===== config.mk =====
export PLATFORM = sky130hd
export DESIGN_NAME = bounded_stack_with_search_flat
export DESIGN_NICKNAME = d
export VERILOG_FILES = /design/src/rtl/core/bss_pkg.sv /design/src/rtl/core/bss_req_if.sv /design/src/rtl/core/bss_rsp_if.sv /design/src/rtl/core/bounded_stack_with_search.sv /design/src/flat_wrapper.sv
export SDC_FILE = /design/constraint.sdc
export NUM_CORES = 1
export LEC_CHECK = 0
export ABC_AREA = 1
export BUFFER_PORTS_ARGS = -buffer_cell sky130_fd_sc_hd__buf_2
export CORE_UTILIZATION = 40
export CTS_BUF_LIST = sky130_fd_sc_hd__clkbuf_8
export CTS_CLUSTER_SIZE = 24
export DETAILED_ROUTE_END_ITERATION = 8
export GPL_ROUTABILITY_DRIVEN = 0
export SETUP_SLACK_MARGIN = 0.15
export SYNTH_ARGS = -nofsm -noshare
export SYNTH_HDL_FRONTEND = slang
export SYNTH_SLANG_ARGS = --single-unit

===== constraint.sdc =====
create_clock -name clk -period 6.6 [get_ports clk]
set_clock_uncertainty 0.1 [all_clocks]
set_input_delay 0.99 -clock clk [delete_from_list [all_inputs] [get_ports clk]]
set_output_delay 0.99 -clock clk [all_outputs]
set_load 0.02 [all_outputs]

===== src/rtl/core/bss_pkg.sv =====
// Package for the bounded stack with search: opcodes, sequencer states
// and reset constants. No dependencies; every other file imports it.
`default_nettype none

package bss_pkg;

	localparam int unsigned DEPTH_DEFAULT = 16;
	localparam int unsigned CAP_W         = 5;
	localparam int unsigned VALUE_W       = 32;
	localparam int unsigned INDEX_W       = 5;
	localparam logic [CAP_W-1:0]   CAP_RESET = 5'd16;
	localparam logic [INDEX_W-1:0] NO_MATCH  = 5'h1F;

	typedef enum logic [1:0] {
		OP_PUSH  = 2'd0,
		OP_POP   = 2'd1,
		OP_FIND  = 2'd2,
		OP_CLEAR = 2'd3
	} op_t;

	typedef enum logic [2:0] {
		ST_IDLE,
		ST_EXEC,
		ST_SCAN,
		ST_RDTOP,
		ST_LDTOP,
		ST_RESP
	} state_t;

endpackage

`default_nettype wire


===== src/rtl/core/bss_req_if.sv =====
// Request channel of the bounded stack: valid/ready plus opcode and value.
// Depends on bss_pkg for the field widths.
`default_nettype none

interface bss_req_if import bss_pkg::*; ();
	logic               valid;
	logic               ready;
	logic [1:0]         opcode;
	logic [VALUE_W-1:0] operand_value;

	modport source (output valid, opcode, operand_value, input ready);
	modport sink   (input valid, opcode, operand_value, output ready);
endinterface

`default_nettype wire


===== src/rtl/core/bss_rsp_if.sv =====
// Response channel of the bounded stack: valid/ready plus the result fields.
// Depends on bss_pkg for the field widths.
`default_nettype none

interface bss_rsp_if import bss_pkg::*; ();
	logic               valid;
	logic               ready;
	logic               accepted;
	logic [INDEX_W-1:0] found_index;
	logic [VALUE_W-1:0] top_value;
	logic [VALUE_W-1:0] bottom_value;
	logic [CAP_W-1:0]   depth_used;
	logic               is_empty;
	logic               is_full;

	modport source (output valid, accepted, found_index, top_value, bottom_value,
		depth_used, is_empty, is_full, input ready);
	modport sink   (input valid, accepted, found_index, top_value, bottom_value,
		depth_used, is_empty, is_full, output ready);
endinterface

`default_nettype wire


===== src/rtl/core/bounded_stack_with_search.sv =====
// Bounded LIFO stack of unsigned words with a linear search over live entries.
// Depends on bss_pkg, bss_req_if and bss_rsp_if.
//
//   channel   dir  handshake        payload
//   req       in   valid/ready      opcode, operand_value
//   rsp       out  valid/ready      accepted, found_index, top_value, bottom_value,
//                                   depth_used, is_empty, is_full
//   cfg       in   cfg_wr_en        cfg_wr_data (capacity)
//
// One request at a time: push, clear and find on an empty stack go from accept through EXEC
// to the response; a pop that leaves entries also passes RDTOP and LDTOP (top reread from the slot memory).
// Find scans the live entries from slot 0 upward: the single memory read port
// and one comparator scan one slot per cycle, stopping at the first match.
// Reset empties the stack and sets capacity to 16; slot contents are not cleared.
// A stalled response holds, and no request is taken until it is delivered.
`default_nettype none

module bounded_stack_with_search import bss_pkg::*; #(
	parameter int unsigned DEPTH = DEPTH_DEFAULT
) (
	input  wire logic             clk,
	input  wire logic             arst_n,
	input  wire logic             cfg_wr_en,
	input  wire logic [CAP_W-1:0] cfg_wr_data,
	bss_req_if.sink               req,
	bss_rsp_if.source             rsp
);

	localparam int unsigned ADDR_W = $clog2(DEPTH);
	localparam int unsigned CNT_W  = $clog2(DEPTH + 1);
	localparam int unsigned CMP_W  = (CNT_W > CAP_W) ? CNT_W : CAP_W;

	state_t state_q, state_d;

	logic [CAP_W-1:0]   cap_q;
	logic [CNT_W-1:0]   count_q;
	logic [CNT_W-1:0]   scan_q;
	logic               lookup_s1;
	logic [CNT_W-1:0]   idx_s1;

	op_t                op_q;
	logic [VALUE_W-1:0] val_q;
	logic [VALUE_W-1:0] top_q;
	logic [VALUE_W-1:0] bottom_q;
	logic [INDEX_W-1:0] found_q;
	logic               accepted_q;

	logic [VALUE_W-1:0] slot_mem [DEPTH];
	logic [VALUE_W-1:0] rd_data_q;
	logic               rd_en;
	logic [ADDR_W-1:0]  rd_addr;
	logic               scan_issue;
	logic               hit;

	logic [CMP_W-1:0]   cap_ext;
	logic [CMP_W-1:0]   eff_cap;
	logic [CMP_W-1:0]   count_ext;
	logic [CMP_W-1:0]   idx_ext;
	logic               push_ok;
	logic               req_fire;

	// Effective capacity: zero acts as one, anything above the built depth as the depth
	always_comb begin
		cap_ext = CMP_W'(cap_q);
		if (cap_q == '0) begin
			eff_cap = CMP_W'(1);
		end else if (cap_ext > CMP_W'(DEPTH)) begin
			eff_cap = CMP_W'(DEPTH);
		end else begin
			eff_cap = cap_ext;
		end
	end

	assign count_ext = CMP_W'(count_q);
	assign idx_ext   = CMP_W'(idx_s1);
	assign push_ok   = count_ext < eff_cap;
	assign req_fire  = req.valid && req.ready;
	assign hit       = lookup_s1 && (rd_data_q == val_q);

	// Next state
	always_comb begin
		state_d = state_q;
		unique case (state_q)
			ST_IDLE: begin
				if (req_fire) state_d = ST_EXEC;
			end
			ST_EXEC: begin
				unique case (op_q) inside
					OP_PUSH, OP_CLEAR: state_d = ST_RESP;
					OP_POP:  state_d = (count_q > CNT_W'(1)) ? ST_RDTOP : ST_RESP;
					OP_FIND: state_d = (count_q == '0) ? ST_RESP : ST_SCAN;
				endcase
			end
			ST_SCAN: begin
				if (hit || (!scan_issue && !lookup_s1)) state_d = ST_RESP;
			end
			ST_RDTOP: state_d = ST_LDTOP;
			ST_LDTOP: state_d = ST_RESP;
			ST_RESP: begin
				if (rsp.ready) state_d = ST_IDLE;
			end
			default: state_d = ST_IDLE;
		endcase
	end

	// Outputs and memory read control
	always_comb begin
		req.ready  = 1'b0;
		rsp.valid  = 1'b0;
		scan_issue = 1'b0;
		rd_en      = 1'b0;
		rd_addr    = scan_q[ADDR_W-1:0];
		unique case (state_q)
			ST_IDLE: req.ready = 1'b1;
			ST_SCAN: begin
				scan_issue = (scan_q < count_q) && !hit;
				rd_en      = scan_issue;
			end
			ST_RDTOP: begin
				rd_en   = 1'b1;
				rd_addr = ADDR_W'(count_q - CNT_W'(1));
			end
			ST_RESP: rsp.valid = 1'b1;
			ST_EXEC, ST_LDTOP: ;
			default: ;
		endcase
	end

	always_ff @(posedge clk or negedge arst_n) begin
		if (!arst_n) begin
			state_q   <= ST_IDLE;
			cap_q     <= CAP_RESET;
			count_q   <= '0;
			scan_q    <= '0;
			lookup_s1 <= 1'b0;
		end else begin
			state_q   <= state_d;
			lookup_s1 <= scan_issue;
			if (cfg_wr_en) cap_q <= cfg_wr_data;
			if (scan_issue) scan_q <= scan_q + CNT_W'(1);
			if (state_q == ST_EXEC) begin
				scan_q <= '0;
				unique case (op_q)
					OP_PUSH:  if (push_ok) count_q <= count_q + CNT_W'(1);
					OP_POP:   if (count_q != '0) count_q <= count_q - CNT_W'(1);
					OP_CLEAR: count_q <= '0;
					OP_FIND:  ;
				endcase
			end
		end
	end

	// Payload registers
	always_ff @(posedge clk) begin
		idx_s1 <= scan_q;
		if (req_fire) begin
			op_q  <= op_t'(req.opcode);
			val_q <= req.operand_value;
		end
		if (state_q == ST_EXEC) begin
			found_q <= NO_MATCH;
			unique case (op_q) inside
				OP_PUSH: begin
					accepted_q <= push_ok;
					if (push_ok) begin
						top_q <= val_q;
						if (count_q == '0) bottom_q <= val_q;
					end
				end
				OP_POP:   accepted_q <= (count_q != '0);
				OP_FIND, OP_CLEAR: accepted_q <= 1'b1;
			endcase
		end
		// hold the first match; the scan stops on it
		if (state_q == ST_SCAN && hit) found_q <= idx_ext[INDEX_W-1:0];
		if (state_q == ST_LDTOP) top_q <= rd_data_q;
	end

	// Slot memory: one write port, one registered read port
	always_ff @(posedge clk) begin
		if (state_q == ST_EXEC && op_q == OP_PUSH && push_ok) begin
			slot_mem[count_q[ADDR_W-1:0]] <= val_q;
		end
		if (rd_en) rd_data_q <= slot_mem[rd_addr];
	end

	assign rsp.accepted     = accepted_q;
	assign rsp.found_index  = found_q;
	assign rsp.top_value    = (count_q == '0) ? '1 : top_q;
	assign rsp.bottom_value = (count_q == '0) ? '0 : bottom_q;
	assign rsp.depth_used   = count_ext[CAP_W-1:0];
	assign rsp.is_empty     = (count_q == '0);
	assign rsp.is_full      = (count_ext >= eff_cap);

`ifndef SYNTHESIS
	a_count_bound: assert property (@(posedge clk) disable iff (!arst_n)
		count_q <= CNT_W'(DEPTH))
		else $error("stack count exceeds depth");

	a_push_grows: assert property (@(posedge clk) disable iff (!arst_n)
		(state_q == ST_EXEC && op_q == OP_PUSH && push_ok)
		|=> count_q == $past(count_q) + CNT_W'(1))
		else $error("accepted push did not advance count");

	a_one_at_a_time: assert property (@(posedge clk) disable iff (!arst_n)
		!(req.ready && rsp.valid))
		else $error("request taken while response pending");

	a_scan_live: assert property (@(posedge clk) disable iff (!arst_n)
		scan_issue |-> scan_q < count_q)
		else $error("scan reads past live entries");

	a_found_only_find: assert property (@(posedge clk) disable iff (!arst_n)
		(rsp.valid && op_q != OP_FIND) |-> rsp.found_index == NO_MATCH)
		else $error("match index reported for non-find request");
`endif

endmodule

`default_nettype wire

===== src/flat_wrapper.sv =====
// flat-port wrapper written by rule: the top's interface ports become plain ports
module bounded_stack_with_search_flat import bss_pkg::*;
#(
	parameter int unsigned DEPTH = DEPTH_DEFAULT
)
  (clk, arst_n, cfg_wr_en, cfg_wr_data, req_valid, req_opcode, req_operand_value, req_ready, rsp_valid, rsp_accepted, rsp_found_index, rsp_top_value, rsp_bottom_value, rsp_depth_used, rsp_is_empty, rsp_is_full, rsp_ready);
  bss_req_if req_i ();
  bss_rsp_if rsp_i ();
  input  wire logic clk;
  input  wire logic arst_n;
  input  wire logic cfg_wr_en;
  input  wire logic [CAP_W-1:0] cfg_wr_data;
  input wire logic [$bits(req_i.valid)-1:0] req_valid;
  input wire logic [$bits(req_i.opcode)-1:0] req_opcode;
  input wire logic [$bits(req_i.operand_value)-1:0] req_operand_value;
  output wire logic [$bits(req_i.ready)-1:0] req_ready;
  output wire logic [$bits(rsp_i.valid)-1:0] rsp_valid;
  output wire logic [$bits(rsp_i.accepted)-1:0] rsp_accepted;
  output wire logic [$bits(rsp_i.found_index)-1:0] rsp_found_index;
  output wire logic [$bits(rsp_i.top_value)-1:0] rsp_top_value;
  output wire logic [$bits(rsp_i.bottom_value)-1:0] rsp_bottom_value;
  output wire logic [$bits(rsp_i.depth_used)-1:0] rsp_depth_used;
  output wire logic [$bits(rsp_i.is_empty)-1:0] rsp_is_empty;
  output wire logic [$bits(rsp_i.is_full)-1:0] rsp_is_full;
  input wire logic [$bits(rsp_i.ready)-1:0] rsp_ready;
  assign req_i.valid = req_valid;
  assign req_i.opcode = req_opcode;
  assign req_i.operand_value = req_operand_value;
  assign req_ready = req_i.ready;
  assign rsp_valid = rsp_i.valid;
  assign rsp_accepted = rsp_i.accepted;
  assign rsp_found_index = rsp_i.found_index;
  assign rsp_top_value = rsp_i.top_value;
  assign rsp_bottom_value = rsp_i.bottom_value;
  assign rsp_depth_used = rsp_i.depth_used;
  assign rsp_is_empty = rsp_i.is_empty;
  assign rsp_is_full = rsp_i.is_full;
  assign rsp_i.ready = rsp_ready;
  bounded_stack_with_search #(.DEPTH(DEPTH)) u_core (.clk(clk), .arst_n(arst_n), .cfg_wr_en(cfg_wr_en), .cfg_wr_data(cfg_wr_data), .req(req_i), .rsp(rsp_i));
endmodule

==> results of run 1 <==
[cells by family (layout without fill, tap and decap cells)]
| group | Yosys count | count (layout) | synth area share [%] |
|---|---|---|---|
| DFF | 672 | 672 | 70.9 |
| xor gates and xnor gates | 13 | 13 | 0.403 |
| adders and majority gates | 19 | 19 | 0.841 |
| AOI/OAI and AO/OA | 262 | 262 | 6.10 |
| other | 0 | 1 | 0 |
| buffers and inverters | 411 | 658 | 5.86 |
| and+or+nand+nor | 1061 | 1061 | 15.6 |
| muxes | 8 | 8 | 0.319 |
[worst max-delay path, cell delays in order, from the launching register on]
cell	delay, ps
dfrtp_1	540
inv_1	240
ha_1	220
inv_1	50
nor2_1	80
nand2_1	130
inv_2	610
buf_4	430
or2_2	170
buf_2	150
[state kept, by name, indices dropped and copies added (netlist names)]
register,cells
u_core.rsp.accepted,1
u_core.cap_ext,5
u_core.op_q,2
u_core.bottom_q,32
u_core.rsp.found_index,5
u_core.lookup_s1,1
u_core.state_q,3
u_core.rd_data_q,32
u_core.val_q,32
u_core.slot_mem,512
u_core.scan_q,5
u_core.idx_ext,5
u_core.rsp.depth_used,5
u_core.top_q,32
[stage by stage]
step                      hold WS, ps  total power [mW]  cells  utilization, %  setup slack (ps)
after floorplan                   309              7.20   2446               -              1470
after global placement            353              8.13   3432            42.9              2730
after detailed placement          367              8.17   3432            42.9              2640
after CTS                        65.6              11.5   3633            45.7              2000
after global routing              111              12.0   3634            45.7              1910
final                             115              11.4   3634            45.7              2150
[cells in the mapped netlist (all sizes together) (2+ instances only)]
cell type / count / area share [%]
edfxtp: 648 / 69
nand2: 620 / 8.2
inv: 292 / 3.9
nand3: 221 / 4.0
nor2: 164 / 2.2
o211ai: 156 / 4.1
buf: 97 / 1.7
o21ai: 92 / 1.7
or2: 34 / 0.75
clkbuf: 21 / 0.28
ha: 19 / 0.84
dfrtp: 18 / 1.6
nand4: 16 / 0.35
a21oi: 8 / 0.14
mux2: 8 / 0.32
xnor2: 8 / 0.25
dfxtp: 5 / 0.35
xor2: 5 / 0.15
nor3: 3 / 0.053
nor4: 2 / 0.044
[final cells by class]
cell class,instances,area [µm²]
clock buffer,113,1560
timing repair buffer,164,938
inverter,293,1100
antenna,1,2.50
clock inverter,88,433
sequential,672,20000
tap,940,1180
fill,6408,38000
multi-input combinational,1363,6750
[power breakdown]
group | internal (mW) | switching (mW)
combinational | 0.760 | 1.90
clock | 1.67 | 1.65
sequential | 5.16 | 0.251
[how the worst max path moves through the flow]
| stage | endpoint | slack (ps) | cells after the start |
|---|---|---|---|
| 5_1_grt | rsp_top_value[7] | 1910 | 9 |
| 3_3_place_gp | u_core.slot_mem[1][0] | 2730 | 13 |
| 4_1_cts | rsp_top_value[6] | 2000 | 9 |
| 2_1_floorplan | u_core.slot_mem[15][0] | 1470 | 10 |
| 6_report | rsp_top_value[6] | 2150 | 9 |
| 3_5_place_dp | u_core.rd_data_q[15] | 2640 | 11 |
[metal layers]
metal / track usage [%] / vias to the layer above / share of wire, %
li1: - / 8727 / -
met4: 7.83 / 0 / 2.7
met3: 3.16 / 116 / 6.5
met2: 34.3 / 698 / 48
met5: 0 / - / 0
met1: 27.4 / 8914 / 43
==> results.tsv, run 1 <==
stage	metric	value	unit
route	vias per cell	5.08	
die	Ports	123	
route	drt drc	0	
clocking	CTS tree	done	
yosys	asr flop ratio synth	2.83	%
die	Initial Utilization	40.4	%
die	area of the die	71700	µm²
sta	RSZ-0062 raised after global routing	false	
sta	Max Slew Vio Count	0	
yosys	Post-Syn Nets	2509	
clocking	total setup buffers inserted after CTS	0	
clocking	post_cts resized	0	
clocking	clk sinks	672	
global_route	number of global-route vias before repair	17900	
sta	Finish-stage setup viols	0	
sta	Final Hold Viols	0	
clocking	clk slew on worst S/H paths	60	ps
global_route	first-pass GRT wire length	110000	µm
sta	setup TNS	0	ps
setup_path	Crit. End Element	primary output	
clocking	CTS root buf	clkbuf_8	
global_route	initial antenna violation count	1	
route	Routed Antenna Nets	0	
clocking	htree depth	3	
setup_path	Worst Path Max Fanout	40	
setup_path	r2r endpoint	u_core.rd_data_q[16]	
die	CORE AREA	70000	µm²
setup_path	Crit Path Category	flop to primary output	
yosys	post-synth cell types	36	
global_route	GRT Total Usage	20.7	%
placed_design	post-place instance area	30000	µm²
yosys	Synth Flop Type	edfxtp_1	
setup_path	CP Launch Point	u_core.rsp.depth_used[0]	
flow_run	Max Cap Viol	0	
setup_path	Worst Path Required	5510	ps
power_and_ir_drop	Max VDD drop	223	µV
power_and_ir_drop	PD cells	356	nW/µm²
layout	share of post-route cells with drive strength above 1	13.7	%
die	die height	268	µm
setup_path	nature of the critical path startpoint	flop	
setup_path	Worst R2R Start	u_core.state_q[2]	
yosys	number of flops mapped to enable cells by yosys	648	
setup_path	R2R setup slack	2690	ps
route	DRT iter0 DRCs	1601	
die	chip width	268	µm
route	WL final	74000	µm
yosys	syn avg cell area	11.6	µm²
clocking	Clock Tree Buf Depth	3	
clocking	CTS Hold Buffers Added	0	
sta	relative slew slack	27.7	%
sta	final period utilization	67.4	%
yosys	sequential-to-total area share from yosys stat	70.9	%
placed_design	Post-DP HPWL	39600	µm
setup_path	CP arrival	3360	ps
setup_path	Reg2Reg Depth	13	
route	drt pass-1 iters	8	
yosys	Mapped Area	28300	µm²
layout	post-route cell area	32000	µm²
power_and_ir_drop	Pleak	12.2	nW
route	routed via count	18500	
sta	Tightest Pin Transition	1090	ps
layout	leading cell type in the layout, fill and taps excluded	edfxtp_1	
layout	Area Growth Syn to Fin	13.2	%
layout	commonest cells after routing, fill and taps aside	edfxtp_1 (648), nand2_1 (617), inv_1 (333)	
outcome	status	finished clean	
sta	fmax	0.225	GHz
worst_hold_path	HP Class	input pin to async pin	
layout	Layout Nets	2667	
global_route	grt total ovfl	0	
yosys	Synth Register Bits	672	
yosys	Gate Count Post-Synth	2446	
placed_design	PortBufs	122	
route	routed len/inst	20.4	µm
global_route	largest net degree at the start of global routing	237	
yosys	YS warnings	0	
clocking	Worst-Skew Late Latency	730	ps
clocking	CTS Buf Count	110	
sta	fin crit period	4450	ps
die	FP Rows	97	
Power figures use the tool's default switching activity.
==> inputs of run 2 (changes only) <==
- clock period: 6.6 -> 4.6 ns (I/O delays scaled with it)
==> results.tsv, run 2 (synthesized netlist as in run 1, its figures left out) <==
stage	metric	value	unit	change
layout	Finished Core Util	46.8	%	+1.1 points
global_route	GRT Total Usage	21.1	%	+0.42 points
route	vias per cell	5.11		+0.55%
setup_path	nature of the critical path startpoint	flop		
route	drt drc	0		unchanged
clocking	htree depth	3		unchanged
layout	non-filler instance count after layout	3674		+1.1%
setup_path	R2R setup slack	900	ps	-1790 ps
power_and_ir_drop	Max VDD drop	356	µV	+59%
die	area of the die	71700	µm²	unchanged
setup_path	critical-path cell list	inv_1, ha_1, inv_1, nor2_1, nand2_1, inv_2, buf_4, or2_2, buf_2		
route	routed len/inst	20.4	µm	+0.11%
setup_path	delay of the slowest critical-path stage	510	ps	-100 ps
layout	register area	20000	µm²	unchanged
clocking	post_cts resized	0		unchanged
setup_path	CP max-delay cell	dfrtp_1		
power_and_ir_drop	PD cells	526	nW/µm²	+48%
global_route	initial antenna violation count	4		+3
layout	leading cell type in the layout, fill and taps excluded	edfxtp_1		
clocking	CTS Hold Buffers Added	8		+8
die	Initial Utilization	40.4	%	unchanged
sta	Finish-stage setup viols	0		unchanged
sta	Max Slew Vio Count	0		unchanged
clocking	clk slew on worst S/H paths	60	ps	about the same
setup_path	Crit Path Category	flop to primary output		
sta	fin worst setup slack	800	ps	-1350 ps
layout	multi-input gate area in the final layout	6760	µm²	+0.13%
die	FP Rows	97		unchanged
setup_path	most frequent CP cell	inv_1		
die	chip width	268	µm	unchanged
setup_path	r2r endpoint	u_core.slot_mem[1][8]		
clocking	Clock Tree Buf Depth	3		unchanged
global_route	grt total ovfl	0		unchanged
worst_hold_path	HP Class	input pin to flop		
sta	setup TNS	0	ps	unchanged
sta	RSZ-0062 raised after global routing	false		
layout	Layout Nets	2706		+1.5%
sta	relative slew slack	21.5	%	-6.2 points
global_route	largest net degree at the start of global routing	110		-54%
die	Ports	123		unchanged
clocking	CTS Buf Count	110		unchanged
layout	post-route cell area	32800	µm²	+2.5%
outcome	status	finished clean		
layout	share of post-route cells with drive strength above 1	15.2	%	+1.4 points
sta	Final Hold Viols	0		unchanged
global_route	first-pass GRT wire length	112000	µm	+2.5%
clocking	Worst-Skew Late Latency	740	ps	about the same
layout	max FFs per register	512		unchanged
sta	hold_ws	59.3	ps	-55.9 ps
clocking	total setup buffers inserted after CTS	0		unchanged
setup_path	Worst Path Max Fanout	27		-33%
layout	commonest cells after routing, fill and taps aside	edfxtp_1 (648), nand2_1 (617), inv_1 (319)		
route	drt pass-1 iters	7		-1
placed_design	Placed Instances	3463		+0.90%
setup_path	Crit. End Element	primary output		
sta	Tightest Pin Transition	1170	ps	+89.9 ps
placed_design	PortBufs	122		unchanged
clocking	clk sinks	672		unchanged
die	CORE AREA	70000	µm²	unchanged
placed_design	Post-Place Worst Slack	871	ps	-1770 ps
layout	Area Growth Syn to Fin	16.0	%	
setup_path	CP delay by family, top	buffers and inverters		
die	die height	268	µm	unchanged
clocking	CTS tree	done		
layout	fillers	6371		-0.58%
sta	fin crit period	3800	ps	
route	Routed Antenna Nets	0		unchanged
setup_path	CP arrival	3010	ps	-350 ps
route	routed via count	18800		+1.7%
placed_design	Post-DP HPWL	45200	µm	+14%
power_and_ir_drop	Pleak	12.5	nW	+2.8%
setup_path	Worst R2R Start	u_core.cap_ext[4]		
placed_design	post-place instance area	30400	µm²	+1.3%
sta	fmax	0.263	GHz	
route	WL final	74900	µm	+1.2%
global_route	number of global-route vias before repair	18800		+5.0%
setup_path	Worst Path Required	3810	ps	-1700 ps
route	DRT iter0 DRCs	1760		+9.9%
setup_path	crit path capture	rsp_top_value[21]		
setup_path	worst path bufs/invs	5		unchanged
setup_path	Reg2Reg Depth	13		unchanged
flow_run	Max Cap Viol	0		unchanged
clocking	CTS root buf	clkbuf_8		
power_and_ir_drop	total power draw	17.2	mW	+51%
setup_path	Crit path depth	9		unchanged
sta	final period utilization	82.6	%	
setup_path	CP Launch Point	u_core.rsp.depth_used[0]		
run 2: worst min-delay path by stage:
| stage | start | endpoint | slack (ps) | cells past startpoint |
|---|---|---|---|---|
| 3_3_place_gp | u_core.scan_q[4] | u_core.idx_ext[4] | 360 | 0 |
| 2_1_floorplan | arst_n | u_core.cap_ext[0] | 290 | 0 |
| 4_1_cts | req_opcode[1] | u_core.op_q[1] | 0.1 | 1 |
| 5_1_grt | req_opcode[1] | u_core.op_q[1] | 20 | 1 |
| 6_report | req_opcode[0] | u_core.op_q[0] | 60 | 1 |
| 3_5_place_dp | u_core.scan_q[4] | u_core.idx_ext[4] | 370 | 0 |
run 2: final cells by class:
class | instances | area share [%]
Clock inverter | 88 | 2.21
Timing Repair Buffer | 203 | 4.31
Antenna cell | 1 | 0.00763
Sequential cell | 672 | 61.1
Tap cell | 940 | 3.59
Inverter | 293 | 3.36
Clock buffer | 114 | 4.79
Multi-Input combinational cell | 1363 | 20.6
run 2: metal layers:
| metal | part of all wire [%] | routed length [µm] | GRT usage [%] | vias up |
|---|---|---|---|---|
| met5 | 0 | 0 | 0 | - |
| met4 | 2.9 | 2160 | 7.94 | 0 |
| met3 | 6.3 | 4750 | 3.64 | 142 |
| met2 | 49 | 36800 | 35.9 | 676 |
| met1 | 42 | 31200 | 27.0 | 9126 |
| li1 | - | - | - | 8817 |
run 2: worst reg2reg max path, stage by stage, from the launching register on:
cell	delay, ps
dfstp_2	530
inv_1	80
nand2_1	70
ha_1	240
a21oi_1	160
nor2_1	50
nor3_1	200
nand2_1	90
nor2_1	120
inv_1	150
nor2_1	300
nand2_1	320
nor2_4	690
buf_4	330
run 2: power by group:
group	leakage (nW)	internal [mW]	switching, mW
Sequential	6.12	7.40	0.232
Clock	1.28	3.03	2.41
Combinational	5.09	1.18	2.98
Total	12.5	11.6	5.62
